`config.mk`:
```
export PLATFORM = sky130hd
export DESIGN_NAME = im2col_outq
export DESIGN_NICKNAME = d
export VERILOG_FILES = /design/src/design/im2col_pkg.sv /design/src/design/im2col_outq.sv
export SDC_FILE = /design/constraint.sdc
export NUM_CORES = 1
export LEC_CHECK = 0
export BUFFER_PORTS_ARGS = -buffer_cell sky130_fd_sc_hd__buf_2
export CAP_MARGIN = 15
export CELL_PAD_IN_SITES_DETAIL_PLACEMENT = 1
export CELL_PAD_IN_SITES_GLOBAL_PLACEMENT = 1
export CORE_ASPECT_RATIO = 0.75
export CORE_UTILIZATION = 50
export DETAILED_ROUTE_END_ITERATION = 6
export HOLD_SLACK_MARGIN = 0.1
export PLACE_DENSITY = 0.8
export SYNTH_ARGS = -nofsm -noshare
export SYNTH_HDL_FRONTEND = slang
export SYNTH_SLANG_ARGS = --single-unit
```
`constraint.sdc`:
```
create_clock -name clk -period 8.4 [get_ports clk]
set_input_delay 1.68 -clock clk [delete_from_list [all_inputs] [get_ports clk]]
set_output_delay 1.68 -clock clk [all_outputs]
set_load 0.05 [all_outputs]
```
`src/design/im2col_pkg.sv`:
```
package im2col_pkg;

    localparam int MAX_IMAGE    = 32;
    localparam int MAX_CHANNELS = 16;
    localparam int MAX_KERNEL   = 8;
    localparam int MAX_STRIDE   = 8;
    localparam int WORD_BITS    = 32;

    localparam int STORE_DEPTH = MAX_IMAGE * MAX_IMAGE * MAX_CHANNELS;
    localparam int ADDR_W      = $clog2(STORE_DEPTH);

    localparam int SIZE_W   = 6;
    localparam int CHAN_W   = 5;
    localparam int KSIZE_W  = 4;
    localparam int STRIDE_W = 4;

    localparam int CH_W  = (MAX_CHANNELS > 1) ? $clog2(MAX_CHANNELS) : 1;
    localparam int KW_W  = (MAX_KERNEL > 1) ? $clog2(MAX_KERNEL) : 1;
    localparam int POS_W = (MAX_IMAGE > 1) ? $clog2(MAX_IMAGE) : 1;

    // channel * size + row + window row
    localparam int ROW_W  = $clog2(MAX_CHANNELS * MAX_IMAGE + MAX_IMAGE + MAX_KERNEL);
    localparam int COL_W  = POS_W + 1;
    localparam int PROD_W = ROW_W + SIZE_W;

    localparam int OUTQ_DEPTH = 8;
    localparam int OUTQ_PTR_W = $clog2(OUTQ_DEPTH);
    localparam int OUTQ_CNT_W = $clog2(OUTQ_DEPTH + 1);

    localparam int OPCODE_W  = 2;
    localparam int CFG_IDX_W = 3;
    localparam int CFG_DAT_W = 8;

    localparam logic [OPCODE_W-1:0] OP_LOAD  = 2'd0;
    localparam logic [OPCODE_W-1:0] OP_FETCH = 2'd1;
    localparam logic [OPCODE_W-1:0] OP_CLEAR = 2'd2;

    localparam logic [CFG_IDX_W-1:0] REG_IMAGE_SIZE    = 3'd0;
    localparam logic [CFG_IDX_W-1:0] REG_CHANNEL_COUNT = 3'd1;
    localparam logic [CFG_IDX_W-1:0] REG_KERNEL_SIZE   = 3'd2;
    localparam logic [CFG_IDX_W-1:0] REG_KERNEL_STRIDE = 3'd3;
    localparam logic [CFG_IDX_W-1:0] REG_LAYOUT_MODE   = 3'd4;

    typedef struct packed {
        logic [SIZE_W-1:0]   size;
        logic [CHAN_W-1:0]   chans;
        logic [KSIZE_W-1:0]  ksize;
        logic [STRIDE_W-1:0] stride;
        logic                row_layout;
    } geom_t;

    typedef struct packed {
        logic              load;
        logic              fetch;
        logic              no_elem;
        logic              last;
        logic [ADDR_W-1:0] ld_addr;
        logic [CH_W-1:0]   ch;
        logic [KW_W-1:0]   wr;
        logic [KW_W-1:0]   wc;
        logic [POS_W-1:0]  pr;
        logic [POS_W-1:0]  pc;
    } req_t;

    typedef struct packed {
        logic [WORD_BITS-1:0] word;
        logic                 last;
        logic                 no_elem;
    } result_t;

    function automatic logic [SIZE_W-1:0] clamp_size(input logic [SIZE_W-1:0] v);
        logic [SIZE_W-1:0] r;
        r = v;
        if (v == '0)
            r = SIZE_W'(1);
        else if (v > SIZE_W'(MAX_IMAGE))
            r = SIZE_W'(MAX_IMAGE);
        return r;
    endfunction

    function automatic logic [CHAN_W-1:0] clamp_chans(input logic [CHAN_W-1:0] v);
        logic [CHAN_W-1:0] r;
        r = v;
        if (v == '0)
            r = CHAN_W'(1);
        else if (v > CHAN_W'(MAX_CHANNELS))
            r = CHAN_W'(MAX_CHANNELS);
        return r;
    endfunction

    function automatic logic [KSIZE_W-1:0] clamp_ksize(input logic [KSIZE_W-1:0] v);
        logic [KSIZE_W-1:0] r;
        r = v;
        if (v == '0)
            r = KSIZE_W'(1);
        else if (v > KSIZE_W'(MAX_KERNEL))
            r = KSIZE_W'(MAX_KERNEL);
        return r;
    endfunction

    function automatic logic [STRIDE_W-1:0] clamp_stride(input logic [STRIDE_W-1:0] v);
        logic [STRIDE_W-1:0] r;
        r = v;
        if (v == '0)
            r = STRIDE_W'(1);
        else if (v > STRIDE_W'(MAX_STRIDE))
            r = STRIDE_W'(MAX_STRIDE);
        return r;
    endfunction

endpackage

```
`src/design/im2col_outq.sv`:
```
module im2col_outq (
    input  logic                                clk,
    input  logic                                rst_n,
    input  logic                                push,
    input  im2col_pkg::result_t                 push_data,
    input  logic                                pop,
    output im2col_pkg::result_t                 head,
    output logic                                not_empty,
    output logic [im2col_pkg::OUTQ_CNT_W-1:0]   count
);

    im2col_pkg::result_t entry_reg [im2col_pkg::OUTQ_DEPTH];

    logic [im2col_pkg::OUTQ_PTR_W-1:0] wptr_reg, wptr_next;
    logic [im2col_pkg::OUTQ_PTR_W-1:0] rptr_reg, rptr_next;
    logic [im2col_pkg::OUTQ_CNT_W-1:0] cnt_reg, cnt_next;
    logic do_pop;

    always_comb
    begin
        do_pop    = pop & (cnt_reg != '0);
        wptr_next = push ? wptr_reg + im2col_pkg::OUTQ_PTR_W'(1) : wptr_reg;
        rptr_next = do_pop ? rptr_reg + im2col_pkg::OUTQ_PTR_W'(1) : rptr_reg;
        cnt_next  = cnt_reg;
        if (push && !do_pop)
            cnt_next = cnt_reg + im2col_pkg::OUTQ_CNT_W'(1);
        else if (!push && do_pop)
            cnt_next = cnt_reg - im2col_pkg::OUTQ_CNT_W'(1);
    end

    always_ff @(posedge clk)
    begin
        if (push)
        begin
            entry_reg[wptr_reg] <= push_data;
        end
    end

    always_ff @(posedge clk or negedge rst_n)
    begin
        if (!rst_n)
        begin
            wptr_reg <= '0;
            rptr_reg <= '0;
            cnt_reg  <= '0;
        end
        else
        begin
            wptr_reg <= wptr_next;
            rptr_reg <= rptr_next;
            cnt_reg  <= cnt_next;
        end
    end

    assign head      = entry_reg[rptr_reg];
    assign not_empty = cnt_reg != '0;
    assign count     = cnt_reg;

endmodule

```
==> impl_metrics.csv <==
group,metric,value,unit
timing,layout_min_cycle_time,4.97,ns
floorplan,die_area,22300,um2
worst_setup_path,critPathLaunchType,"register",
logic_synthesis,ys_top_cells_by_area,"edfxtp_1 75%, mux4_2 14%, mux2_2 2.8%",
logic_synthesis,syn_area,10800,um2
logic_synthesis,ys_types,28,
job,cap_violations,0,
timing,slew_headroom,0.281,
detailed_routing,num_vias,4880,
clock_tree,holdBufCountCts,0,
floorplan,top_level_ports,77,
place,dpl_cell_area,11600,um2
finish,layout-drive-gt1-share,0.429,
clock_tree,numClockSinks,282,
worst_setup_path,slowest_stage,"dfrtp_4",
worst_setup_path,cp.arrival,3.29,ns
clock_tree,cts_buffers,27,
timing,worstMarginPinSlew,1.08,ns
detailed_routing,post_drt_via_cell_ratio,5.69,
worst_setup_path,critPathTopFamily,"buffers and inverters",
clock_tree,post_cts_buffers,0,
pwr,p_leak,4.10,nW
detailed_routing,drt-total-wl,22600,um
worst_setup_path,crit_path_end_kind,"output port",
floorplan,row_count,46,
finish,largest_register_ffs,272,
worst_setup_path,critPathKind,"reg2out",
place,numPortBuffers,76,
finish,layout_common_cells,"272 x edfxtp_1, 76 x buf_2, 68 x mux4_2",
worst_setup_path,path_cells,"buf_4, mux4_2, mux2_2, buf_2",
finish,layout_commonest_cell,"edfxtp_1",
logic_synthesis,syn_avg_cell_area,23.9,um2
floorplan,die_h,130,um
floorplan,die_x,172,um
timing,clock_skew,0.0112,ns
detailed_routing,drc,0,
worst_setup_path,worstPathMaxFanout,42,
global_routing,antenna_found_initial,3,
detailed_routing,drt_iter0_drc,369,
clock_tree,cts_tree,"done",
clock_tree,clk_path_buf_depth,3,
logic_synthesis,ys_seq_elements,282,
global_routing,grt_pass1_vias,5455,
global_routing,grt_max_degree,71,
floorplan,coreArea,21200,um2
timing,setup_viol,0,
global_routing,grt_use_total,0.214,
place,gp_congestion,0.750,
pwr,irDropWorstVdd,0.000211,V
finish,nNetsFinal,592,
logic_synthesis,yosysTopAreaCell,"edfxtp_1",
detailed_routing,wl_per_cell,26.3,um
timing,rsz0062_at_grt,"false",
detailed_routing,ant_nets,0,
clock_tree,cts_max_level,1,
logic_synthesis,synthesis.nets,497,
pwr,power.density,391,nW/um2
floorplan,start_util,0.512,
logic_synthesis,synth_top_area_share,0.753,
finish,syn_to_final_growth,14.6,%
worst_setup_path,crit_required,6.72,ns
timing,hold_viol,0,
timing,fmax,201,MHz
worst_setup_path,slowest_delay,0.81,ns
pwr,finalPower,4.86,mW
place,dp_hpwl,12900,um
detailed_routing,first_pass_iters,4,
outcome,status,"completed",
clock_tree,cts_resized,0,
global_routing,overflow,0,
clock_tree,cts.clk_slew.worst_paths,0.06,ns
global_routing,grt_pass1_wl,33700,um
worst_setup_path,path_buf_inv,2,
timing,fin_tns_setup,0,ns
clock_tree,clock_latency,0.53,ns
timing,finalMaxSlewViolations,0,
timing,min_period_over_period,0.592,
logic_synthesis,ys_warn_count,0,
worst_hold_path,hold_class,"reg2reg",
logic_synthesis,seq_area_frac_synth,0.776,
clock_tree,root_buffer,"clkbuf_16",
finish,fin_area,12400,um2
logic_synthesis,netlist_instances,453,
[final cells by class]
cell class	instances	area, um2
Tap cell	288	360
Antenna cell	2	5.00
Fill cell	1805	8750
Multi-Input combinational cell	149	2350
Clock buffer	33	698
Timing Repair Buffer	87	463
Clock inverter	15	126
Inverter	1	3.75
Sequential cell	282	8430
[final timing paths]
kind,start,to,slack [ns],cells past startpoint
setup reg to reg,count[1]$_DFFE_PN0P_,count[3]$_DFFE_PN0P_,5.52,8
hold / removal,wptr_reg[1]$_DFFE_PN0P_,wptr_reg[1]$_DFFE_PN0P_,0.58,1
hold reg to reg,wptr_reg[1]$_DFFE_PN0P_,wptr_reg[1]$_DFFE_PN0P_,0.58,1
setup / recovery,rptr_reg[0]$_DFFE_PN0P_,head[6],3.43,4
max in group asynchronous,rst_n,rptr_reg[0]$_DFFE_PN0P_,7.16,1
min in group asynchronous,rst_n,count[3]$_DFFE_PN0P_,1.01,1
[report_power, final]
group          total [mW]  switching, mW  internal (mW)  leakage, nW
Sequential           1.98          0.206           1.77         2.59
Combinational        1.72           1.06          0.662         1.10
Clock                1.15          0.501          0.651        0.414
[synthesized netlist by cell type, drive strengths merged]
cell type	number
dfrtp	10
nand2b	3
mux2i	1
clkbuf	9
a2111o	1
o21ai	1
inv	1
xor2	1
xnor2	5
mux2	37
nand3	3
a21oi	2
or3	1
nor2	6
or4	2
buf	12
o211ai	2
nand3b	1
nand2	6
edfxtp	272
fa	1
mux4	68
ha	5
nor3	3
[logic make-up after synthesis]
logic type | share of synthesized area
multiplexers | 0.184
XOR/XNOR | 0.00485
buffers and inverters | 0.0122
adder cells (fa/ha/maj) | 0.00761
AND/OR/NAND/NOR | 0.0113
flip-flops | 0.776
AO/OA/AOI/OAI | 0.00381
[routing by layer]
metal | share of wire | global-route usage | vias to the layer above
met4 | 0.019 | 0.0526 | 2
met5 | 0.00058 | 0 | -
met1 | 0.42 | 0.278 | 2628
li1 | - | - | 2107
met2 | 0.51 | 0.370 | 111
met3 | 0.048 | 0.0464 | 32
[through the flow]
stage	setup slack, ns	hold WS (ns)	cells	utilization
final	3.43	0.582	857	0.587
after global placement	3.94	0.536	807	0.548
after floorplan	3.82	0.517	453	-
after global routing	3.18	0.618	855	0.587
after detailed placement	3.91	0.577	807	0.548
after CTS	3.32	0.592	855	0.587
Note: power is estimated with default switching activity, not from simulation.
