<file path="src/design/im2col_pkg.sv">
package im2col_pkg;

    localparam int MAX_IMAGE    = 32;
    localparam int MAX_CHANNELS = 16;
    localparam int MAX_KERNEL   = 8;
    localparam int MAX_STRIDE   = 8;
    localparam int WORD_BITS    = 32;

    localparam int STORE_DEPTH = MAX_IMAGE * MAX_IMAGE * MAX_CHANNELS;
    localparam int ADDR_W      = $clog2(STORE_DEPTH);

    localparam int SIZE_W   = 6;
    localparam int CHAN_W   = 5;
    localparam int KSIZE_W  = 4;
    localparam int STRIDE_W = 4;

    localparam int CH_W  = (MAX_CHANNELS > 1) ? $clog2(MAX_CHANNELS) : 1;
    localparam int KW_W  = (MAX_KERNEL > 1) ? $clog2(MAX_KERNEL) : 1;
    localparam int POS_W = (MAX_IMAGE > 1) ? $clog2(MAX_IMAGE) : 1;

    // channel * size + row + window row
    localparam int ROW_W  = $clog2(MAX_CHANNELS * MAX_IMAGE + MAX_IMAGE + MAX_KERNEL);
    localparam int COL_W  = POS_W + 1;
    localparam int PROD_W = ROW_W + SIZE_W;

    localparam int OUTQ_DEPTH = 8;
    localparam int OUTQ_PTR_W = $clog2(OUTQ_DEPTH);
    localparam int OUTQ_CNT_W = $clog2(OUTQ_DEPTH + 1);

    localparam int OPCODE_W  = 2;
    localparam int CFG_IDX_W = 3;
    localparam int CFG_DAT_W = 8;

    localparam logic [OPCODE_W-1:0] OP_LOAD  = 2'd0;
    localparam logic [OPCODE_W-1:0] OP_FETCH = 2'd1;
    localparam logic [OPCODE_W-1:0] OP_CLEAR = 2'd2;

    localparam logic [CFG_IDX_W-1:0] REG_IMAGE_SIZE    = 3'd0;
    localparam logic [CFG_IDX_W-1:0] REG_CHANNEL_COUNT = 3'd1;
    localparam logic [CFG_IDX_W-1:0] REG_KERNEL_SIZE   = 3'd2;
    localparam logic [CFG_IDX_W-1:0] REG_KERNEL_STRIDE = 3'd3;
    localparam logic [CFG_IDX_W-1:0] REG_LAYOUT_MODE   = 3'd4;

    typedef struct packed {
        logic [SIZE_W-1:0]   size;
        logic [CHAN_W-1:0]   chans;
        logic [KSIZE_W-1:0]  ksize;
        logic [STRIDE_W-1:0] stride;
        logic                row_layout;
    } geom_t;

    typedef struct packed {
        logic              load;
        logic              fetch;
        logic              no_elem;
        logic              last;
        logic [ADDR_W-1:0] ld_addr;
        logic [CH_W-1:0]   ch;
        logic [KW_W-1:0]   wr;
        logic [KW_W-1:0]   wc;
        logic [POS_W-1:0]  pr;
        logic [POS_W-1:0]  pc;
    } req_t;

    typedef struct packed {
        logic [WORD_BITS-1:0] word;
        logic                 last;
        logic                 no_elem;
    } result_t;

    function automatic logic [SIZE_W-1:0] clamp_size(input logic [SIZE_W-1:0] v);
        logic [SIZE_W-1:0] r;
        r = v;
        if (v == '0)
            r = SIZE_W'(1);
        else if (v > SIZE_W'(MAX_IMAGE))
            r = SIZE_W'(MAX_IMAGE);
        return r;
    endfunction

    function automatic logic [CHAN_W-1:0] clamp_chans(input logic [CHAN_W-1:0] v);
        logic [CHAN_W-1:0] r;
        r = v;
        if (v == '0)
            r = CHAN_W'(1);
        else if (v > CHAN_W'(MAX_CHANNELS))
            r = CHAN_W'(MAX_CHANNELS);
        return r;
    endfunction

    function automatic logic [KSIZE_W-1:0] clamp_ksize(input logic [KSIZE_W-1:0] v);
        logic [KSIZE_W-1:0] r;
        r = v;
        if (v == '0)
            r = KSIZE_W'(1);
        else if (v > KSIZE_W'(MAX_KERNEL))
            r = KSIZE_W'(MAX_KERNEL);
        return r;
    endfunction

    function automatic logic [STRIDE_W-1:0] clamp_stride(input logic [STRIDE_W-1:0] v);
        logic [STRIDE_W-1:0] r;
        r = v;
        if (v == '0)
            r = STRIDE_W'(1);
        else if (v > STRIDE_W'(MAX_STRIDE))
            r = STRIDE_W'(MAX_STRIDE);
        return r;
    endfunction

endpackage

</file>
<file path="src/design/im2col_walk.sv">
module im2col_walk (
    input  logic                                 clk,
    input  logic                                 rst_n,
    input  logic                                 take,
    input  logic [im2col_pkg::OPCODE_W-1:0]      opcode,
    input  im2col_pkg::geom_t                    geom,
    output im2col_pkg::req_t                     req
);

    logic [im2col_pkg::ADDR_W-1:0] lp_reg, lp_next;
    logic [im2col_pkg::CH_W-1:0]   ch_reg, ch_next;
    logic [im2col_pkg::KW_W-1:0]   wr_reg, wr_next;
    logic [im2col_pkg::KW_W-1:0]   wc_reg, wc_next;
    logic [im2col_pkg::POS_W-1:0]  pr_reg, pr_next;
    logic [im2col_pkg::POS_W-1:0]  pc_reg, pc_next;
    logic                          done_reg, done_next;

    logic [im2col_pkg::SIZE_W-1:0] top, pc_sum, pr_sum;
    logic geom_bad, out_range;
    logic w_pc, w_pr, w_wc, w_wr, w_ch;
    logic inc_pc, inc_pr, inc_wc, inc_wr, inc_ch, wrapped;

    always_comb
    begin
        top      = geom.size - im2col_pkg::SIZE_W'(geom.ksize);
        geom_bad = im2col_pkg::SIZE_W'(geom.ksize) > geom.size;
        out_range = (im2col_pkg::CHAN_W'(ch_reg) >= geom.chans)
                 || (im2col_pkg::KSIZE_W'(wr_reg) >= geom.ksize)
                 || (im2col_pkg::KSIZE_W'(wc_reg) >= geom.ksize)
                 || (im2col_pkg::SIZE_W'(pr_reg) > top)
                 || (im2col_pkg::SIZE_W'(pc_reg) > top);

        pc_sum = im2col_pkg::SIZE_W'(pc_reg) + im2col_pkg::SIZE_W'(geom.stride);
        pr_sum = im2col_pkg::SIZE_W'(pr_reg) + im2col_pkg::SIZE_W'(geom.stride);
        w_pc = pc_sum > top;
        w_pr = pr_sum > top;
        w_wc = im2col_pkg::KSIZE_W'(wc_reg) == geom.ksize - im2col_pkg::KSIZE_W'(1);
        w_wr = im2col_pkg::KSIZE_W'(wr_reg) == geom.ksize - im2col_pkg::KSIZE_W'(1);
        w_ch = im2col_pkg::CHAN_W'(ch_reg) == geom.chans - im2col_pkg::CHAN_W'(1);

        if (geom.row_layout)
        begin
            inc_wc  = 1'b1;
            inc_wr  = w_wc;
            inc_ch  = w_wc & w_wr;
            inc_pc  = w_wc & w_wr & w_ch;
            inc_pr  = w_wc & w_wr & w_ch & w_pc;
            wrapped = w_wc & w_wr & w_ch & w_pc & w_pr;
        end
        else
        begin
            inc_pc  = 1'b1;
            inc_pr  = w_pc;
            inc_wc  = w_pc & w_pr;
            inc_wr  = w_pc & w_pr & w_wc;
            inc_ch  = w_pc & w_pr & w_wc & w_wr;
            wrapped = w_pc & w_pr & w_wc & w_wr & w_ch;
        end

        lp_next   = lp_reg;
        ch_next   = ch_reg;
        wr_next   = wr_reg;
        wc_next   = wc_reg;
        pr_next   = pr_reg;
        pc_next   = pc_reg;
        done_next = done_reg;

        if (take)
        begin
            case (opcode)
                im2col_pkg::OP_LOAD:
                begin
                    lp_next = lp_reg + im2col_pkg::ADDR_W'(1);
                end
                im2col_pkg::OP_CLEAR:
                begin
                    lp_next   = '0;
                    ch_next   = '0;
                    wr_next   = '0;
                    wc_next   = '0;
                    pr_next   = '0;
                    pc_next   = '0;
                    done_next = 1'b0;
                end
                im2col_pkg::OP_FETCH:
                begin
                    if (!done_reg && !geom_bad)
                    begin
                        if (out_range)
                        begin
                            done_next = 1'b1;
                        end
                        else
                        begin
                            if (inc_pc)
                                pc_next = w_pc ? '0 : pc_sum[im2col_pkg::POS_W-1:0];
                            if (inc_pr)
                                pr_next = w_pr ? '0 : pr_sum[im2col_pkg::POS_W-1:0];
                            if (inc_wc)
                                wc_next = w_wc ? '0 : wc_reg + im2col_pkg::KW_W'(1);
                            if (inc_wr)
                                wr_next = w_wr ? '0 : wr_reg + im2col_pkg::KW_W'(1);
                            if (inc_ch)
                                ch_next = w_ch ? '0 : ch_reg + im2col_pkg::CH_W'(1);
                            if (wrapped)
                                done_next = 1'b1;
                        end
                    end
                end
                default:
                begin
                end
            endcase
        end

        req.load    = opcode == im2col_pkg::OP_LOAD;
        req.fetch   = opcode == im2col_pkg::OP_FETCH;
        req.no_elem = done_reg | geom_bad | out_range;
        req.last    = wrapped & ~(done_reg | geom_bad | out_range);
        req.ld_addr = lp_reg;
        req.ch      = ch_reg;
        req.wr      = wr_reg;
        req.wc      = wc_reg;
        req.pr      = pr_reg;
        req.pc      = pc_reg;
    end

    always_ff @(posedge clk or negedge rst_n)
    begin
        if (!rst_n)
        begin
            lp_reg   <= '0;
            ch_reg   <= '0;
            wr_reg   <= '0;
            wc_reg   <= '0;
            pr_reg   <= '0;
            pc_reg   <= '0;
            done_reg <= 1'b0;
        end
        else
        begin
            lp_reg   <= lp_next;
            ch_reg   <= ch_next;
            wr_reg   <= wr_next;
            wc_reg   <= wc_next;
            pr_reg   <= pr_next;
            pc_reg   <= pc_next;
            done_reg <= done_next;
        end
    end

endmodule

</file>
<file path="config.mk">
export PLATFORM = sky130hd
export DESIGN_NAME = im2col_walk
export DESIGN_NICKNAME = d
export VERILOG_FILES = /design/src/design/im2col_pkg.sv /design/src/design/im2col_walk.sv
export SDC_FILE = /design/constraint.sdc
export NUM_CORES = 1
export LEC_CHECK = 0
export BUFFER_PORTS_ARGS = -buffer_cell sky130_fd_sc_hd__buf_2
export CAP_MARGIN = 20
export CORE_MARGIN = 3
export CORE_UTILIZATION = 50
export CTS_CLUSTER_SIZE = 8
export DETAILED_ROUTE_END_ITERATION = 10
export HOLD_SLACK_MARGIN = 0.12
export PLACE_DENSITY = 0.81
export SYNTH_ARGS = -nofsm -noshare
export SYNTH_HDL_FRONTEND = slang
export SYNTH_SLANG_ARGS = --single-unit
</file>
<file path="constraint.sdc">
create_clock -name clk -period 3.7 [get_ports clk]
set_clock_uncertainty 0.15 [all_clocks]
set_input_delay 0.185 -clock clk [delete_from_list [all_inputs] [get_ports clk]]
set_output_delay 0.185 -clock clk [all_outputs]
set_load 0.1 [all_outputs]
</file>
==> flow_summary.yaml <==
global_routing:
  grtUsageTotal_pct: 21.6
  grt_remaining_overflow: 0
  grt_pass1_wl_mm: 13.4
  grt_max_degree: 36
  antenna_found_initial: 0
  first_global_vias: 3043
clock_network:
  numCtsBuffers: 5
  insertion_delay_ns: 0.29
  cts_tree: "yes"
  clk_path_buf_depth: 2
  root_buffer: "clkbuf_8"
  path_clk_slew_ns: 0.08
  numClockSinks: 35
  cts_max_level: 2
synth:
  synthFlopType: "dfrtp_1"
  synth_top_cell_area_share_pct: 26.1
  synth-edff-count: 0
  syn-cell-area_um2: 3350
  syn_nets: 462
  yosysSeqAreaShare_pct: 26.1
  synth.avg_cell_area_um2: 8.71
  synth_cell_type_count: 57
  synth_seq_cells: 35
  ys_top_cells_by_area: "dfrtp_1, ha_1, inv_1"
  yosysWarningCount: 0
  synthCells: 385
  ys_async_sr_fraction_pct: 100
  synth.most_common_cell: "ha_1"
  yosysTopAreaCell: "dfrtp_1"
  synthTopCellsByCount: "ha_1, inv_1, dfrtp_1"
setup_path:
  rrSetupSlack_ns: 0.04
  start_kind: "flop"
  r2r_start: "pr_reg[1]"
  arrival_ns: 3.50
  worstPathRequired_ns: 3.37
  regToRegEndpoint: "ch_reg[2]"
  critPathMaxFanout: 3
  worstRegToRegCells: 14
  critical_path.endpoint_type: "primary output"
  worst-setup-path-type: "flop to primary output"
timing:
  hold_viol: 0
  setup_slack_ns: -0.134
  relSlewSlack_pct: 46.8
  max_freq_mhz: 261
  finalCriticalPeriod_ns: 3.83
  setup_tns_ns: -0.134
  worst_pin_slew_ns: 0.798
  final-max-slew-violation-count: 0
  post-route-period-util_pct: 104
  fin_hold_ws_ns: 0.241
  grt_setup_unrepaired: "yes"
  setup_viol: 1
detailed_routing:
  drt_iter0_drc: 156
  antenna_left: 0
  routedWlPerCell_um: 15.2
  drt_wl_total_mm: 8.36
  drc_errors: 0
  dr.pass1.iters: 4
  vias_per_cell: 5.71
  vias: 3128
hold_path:
  holdPathStages: 4
  hp-start: "geom[1]"
  hold_path_end: "pc_reg[0]"
  hold_class: "input pin to flop"
floorplanning:
  die_area_um2: 7720
  start_util_pct: 52.2
  rows: 29
  die_width_um: 87.9
  io_pins: 63
  fp.coreArea_um2: 6420
  fp.dieH_um: 87.9
power_and_ir_drop:
  intPower_mw: 1.27
  p_sw_mw: 1.49
  power_frac_seq_pct: 21.0
  ir_drop_mv: 0.559
  p_total_mw: 2.76
  comb_power_share_pct: 66.2
  power_density_nw_per_um2: 655
  switching_share_pct: 54.1
  pwr-share-clk_pct: 12.8
  power.leakage_nw: 2.12
finish:
  diodes: 0
  layout.nets: 547
  drive_gt1_share_pct: 29.3
  syn2layout_area_growth_pct: 25.7
  largest_reg_flops: 14
placement:
  port_buffers: 62
  globalplace.congestion: 0.864
  dp_slack_ns: -0.183
  dp_hpwl_mm: 6.59
flow_run:
  max_cap_viol_count: 0
outcome:
  status: "finished with violations"
  violations: "negative setup slack"
## power groups by stage
stage | clock network [mW] | registers [mW] | logic (mW)
2_1_floorplan | 0 | 1.10 | 0.805
3_3_place_gp | 0 | 0.586 | 1.68
3_5_place_dp | 0 | 0.592 | 1.72
4_1_cts | 0.357 | 0.581 | 1.75
5_1_grt | 0.368 | 0.590 | 1.97
6_report | 0.353 | 0.579 | 1.83
## through the flow
step | utilization, % | std cells | cell area (um2)
after global routing | 65.6 | 548 | 4210
after floorplan | - | 385 | 3440
after global placement | 62.0 | 535 | 3980
after detailed placement | 62.0 | 535 | 3980
after CTS | 64.3 | 546 | 4130
final | 65.6 | 548 | 4210
## logic make-up after synthesis
group           share of synthesized area, %
compound gates                          20.0
xor+xnor                                6.53
fa+ha+maj                               20.1
buf+inv                                 5.26
flops                                   26.1
mux                                     3.77
simple gates                            18.2
## critical path, cell delays in order, from the launching register on
cell and delay, ns:
dfrtp_4 0.50, ha_4 0.21, a21o_1 0.18, a21oi_2 0.19, nor2b_1 0.08, o21a_1 0.20
ha_1 0.30, or4b_1 0.43, o31ai_1 0.10, a211oi_2 0.11, or4_4 0.59, nor2_4 0.14
buf_12 0.18
## what timing repair did
item	in CTS	in global routing
gates cloned	0	0
pin swaps	2	6
gates resized for setup	1	13
hold buffers	2	0
setup endpoints to repair	2	11
hold endpoints to repair	38	0
setup buffers	1	2
## cells in the final DEF (no fill, tap or decap), drive strengths merged, types with 4 or more instances in the layout
cell type	Yosys	layout
buf	0	82
ha	49	49
inv	41	40
dfrtp	35	35
nor2	34	34
nand2	27	27
a21oi	19	19
o21ai	14	14
xnor2	14	14
o211ai	11	11
xor2	11	11
nand3	10	10
nor2b	10	10
o21a	7	7
mux2	7	7
o41ai	7	7
a21o	6	6
nor3	6	6
nand2b	6	6
or3	6	6
a211oi	6	6
clkbuf	6	5
and2	5	5
and3	4	4
mux2i	4	4
or2	4	4
## worst max path at each step
stage                         start        end  slack [ns]
after floorplan             geom[6]    req[34]       -0.05
after global placement      geom[6]  ch_reg[2]       -0.05
after detailed placement    geom[6]  ch_reg[3]       -0.18
after CTS                 pr_reg[1]    req[34]       -0.13
after global routing      pr_reg[1]    req[34]       -0.22
final                     pr_reg[1]    req[34]       -0.13
## cell type report
cell class | count | area (um2)
sequential | 35 | 898
fill | 532 | 2210
inverter | 41 | 158
tap | 77 | 96.3
clock buffer | 5 | 68.8
clock inverter | 3 | 43.8
timing repair buffer | 84 | 510
multi-input combinational | 303 | 2440
## layer usage
| metal | vias to the layer above | wire length (um) | track usage, % |
|---|---|---|---|
| met5 | - | 0 | 0 |
| met4 | 0 | 101 | 4.60 |
| met3 | 10 | 376 | 4.05 |
| met2 | 71 | 4160 | 39.2 |
| met1 | 1503 | 3710 | 26.5 |
| li1 | 1544 | - | - |
Note: power is estimated with default switching activity, not from simulation.
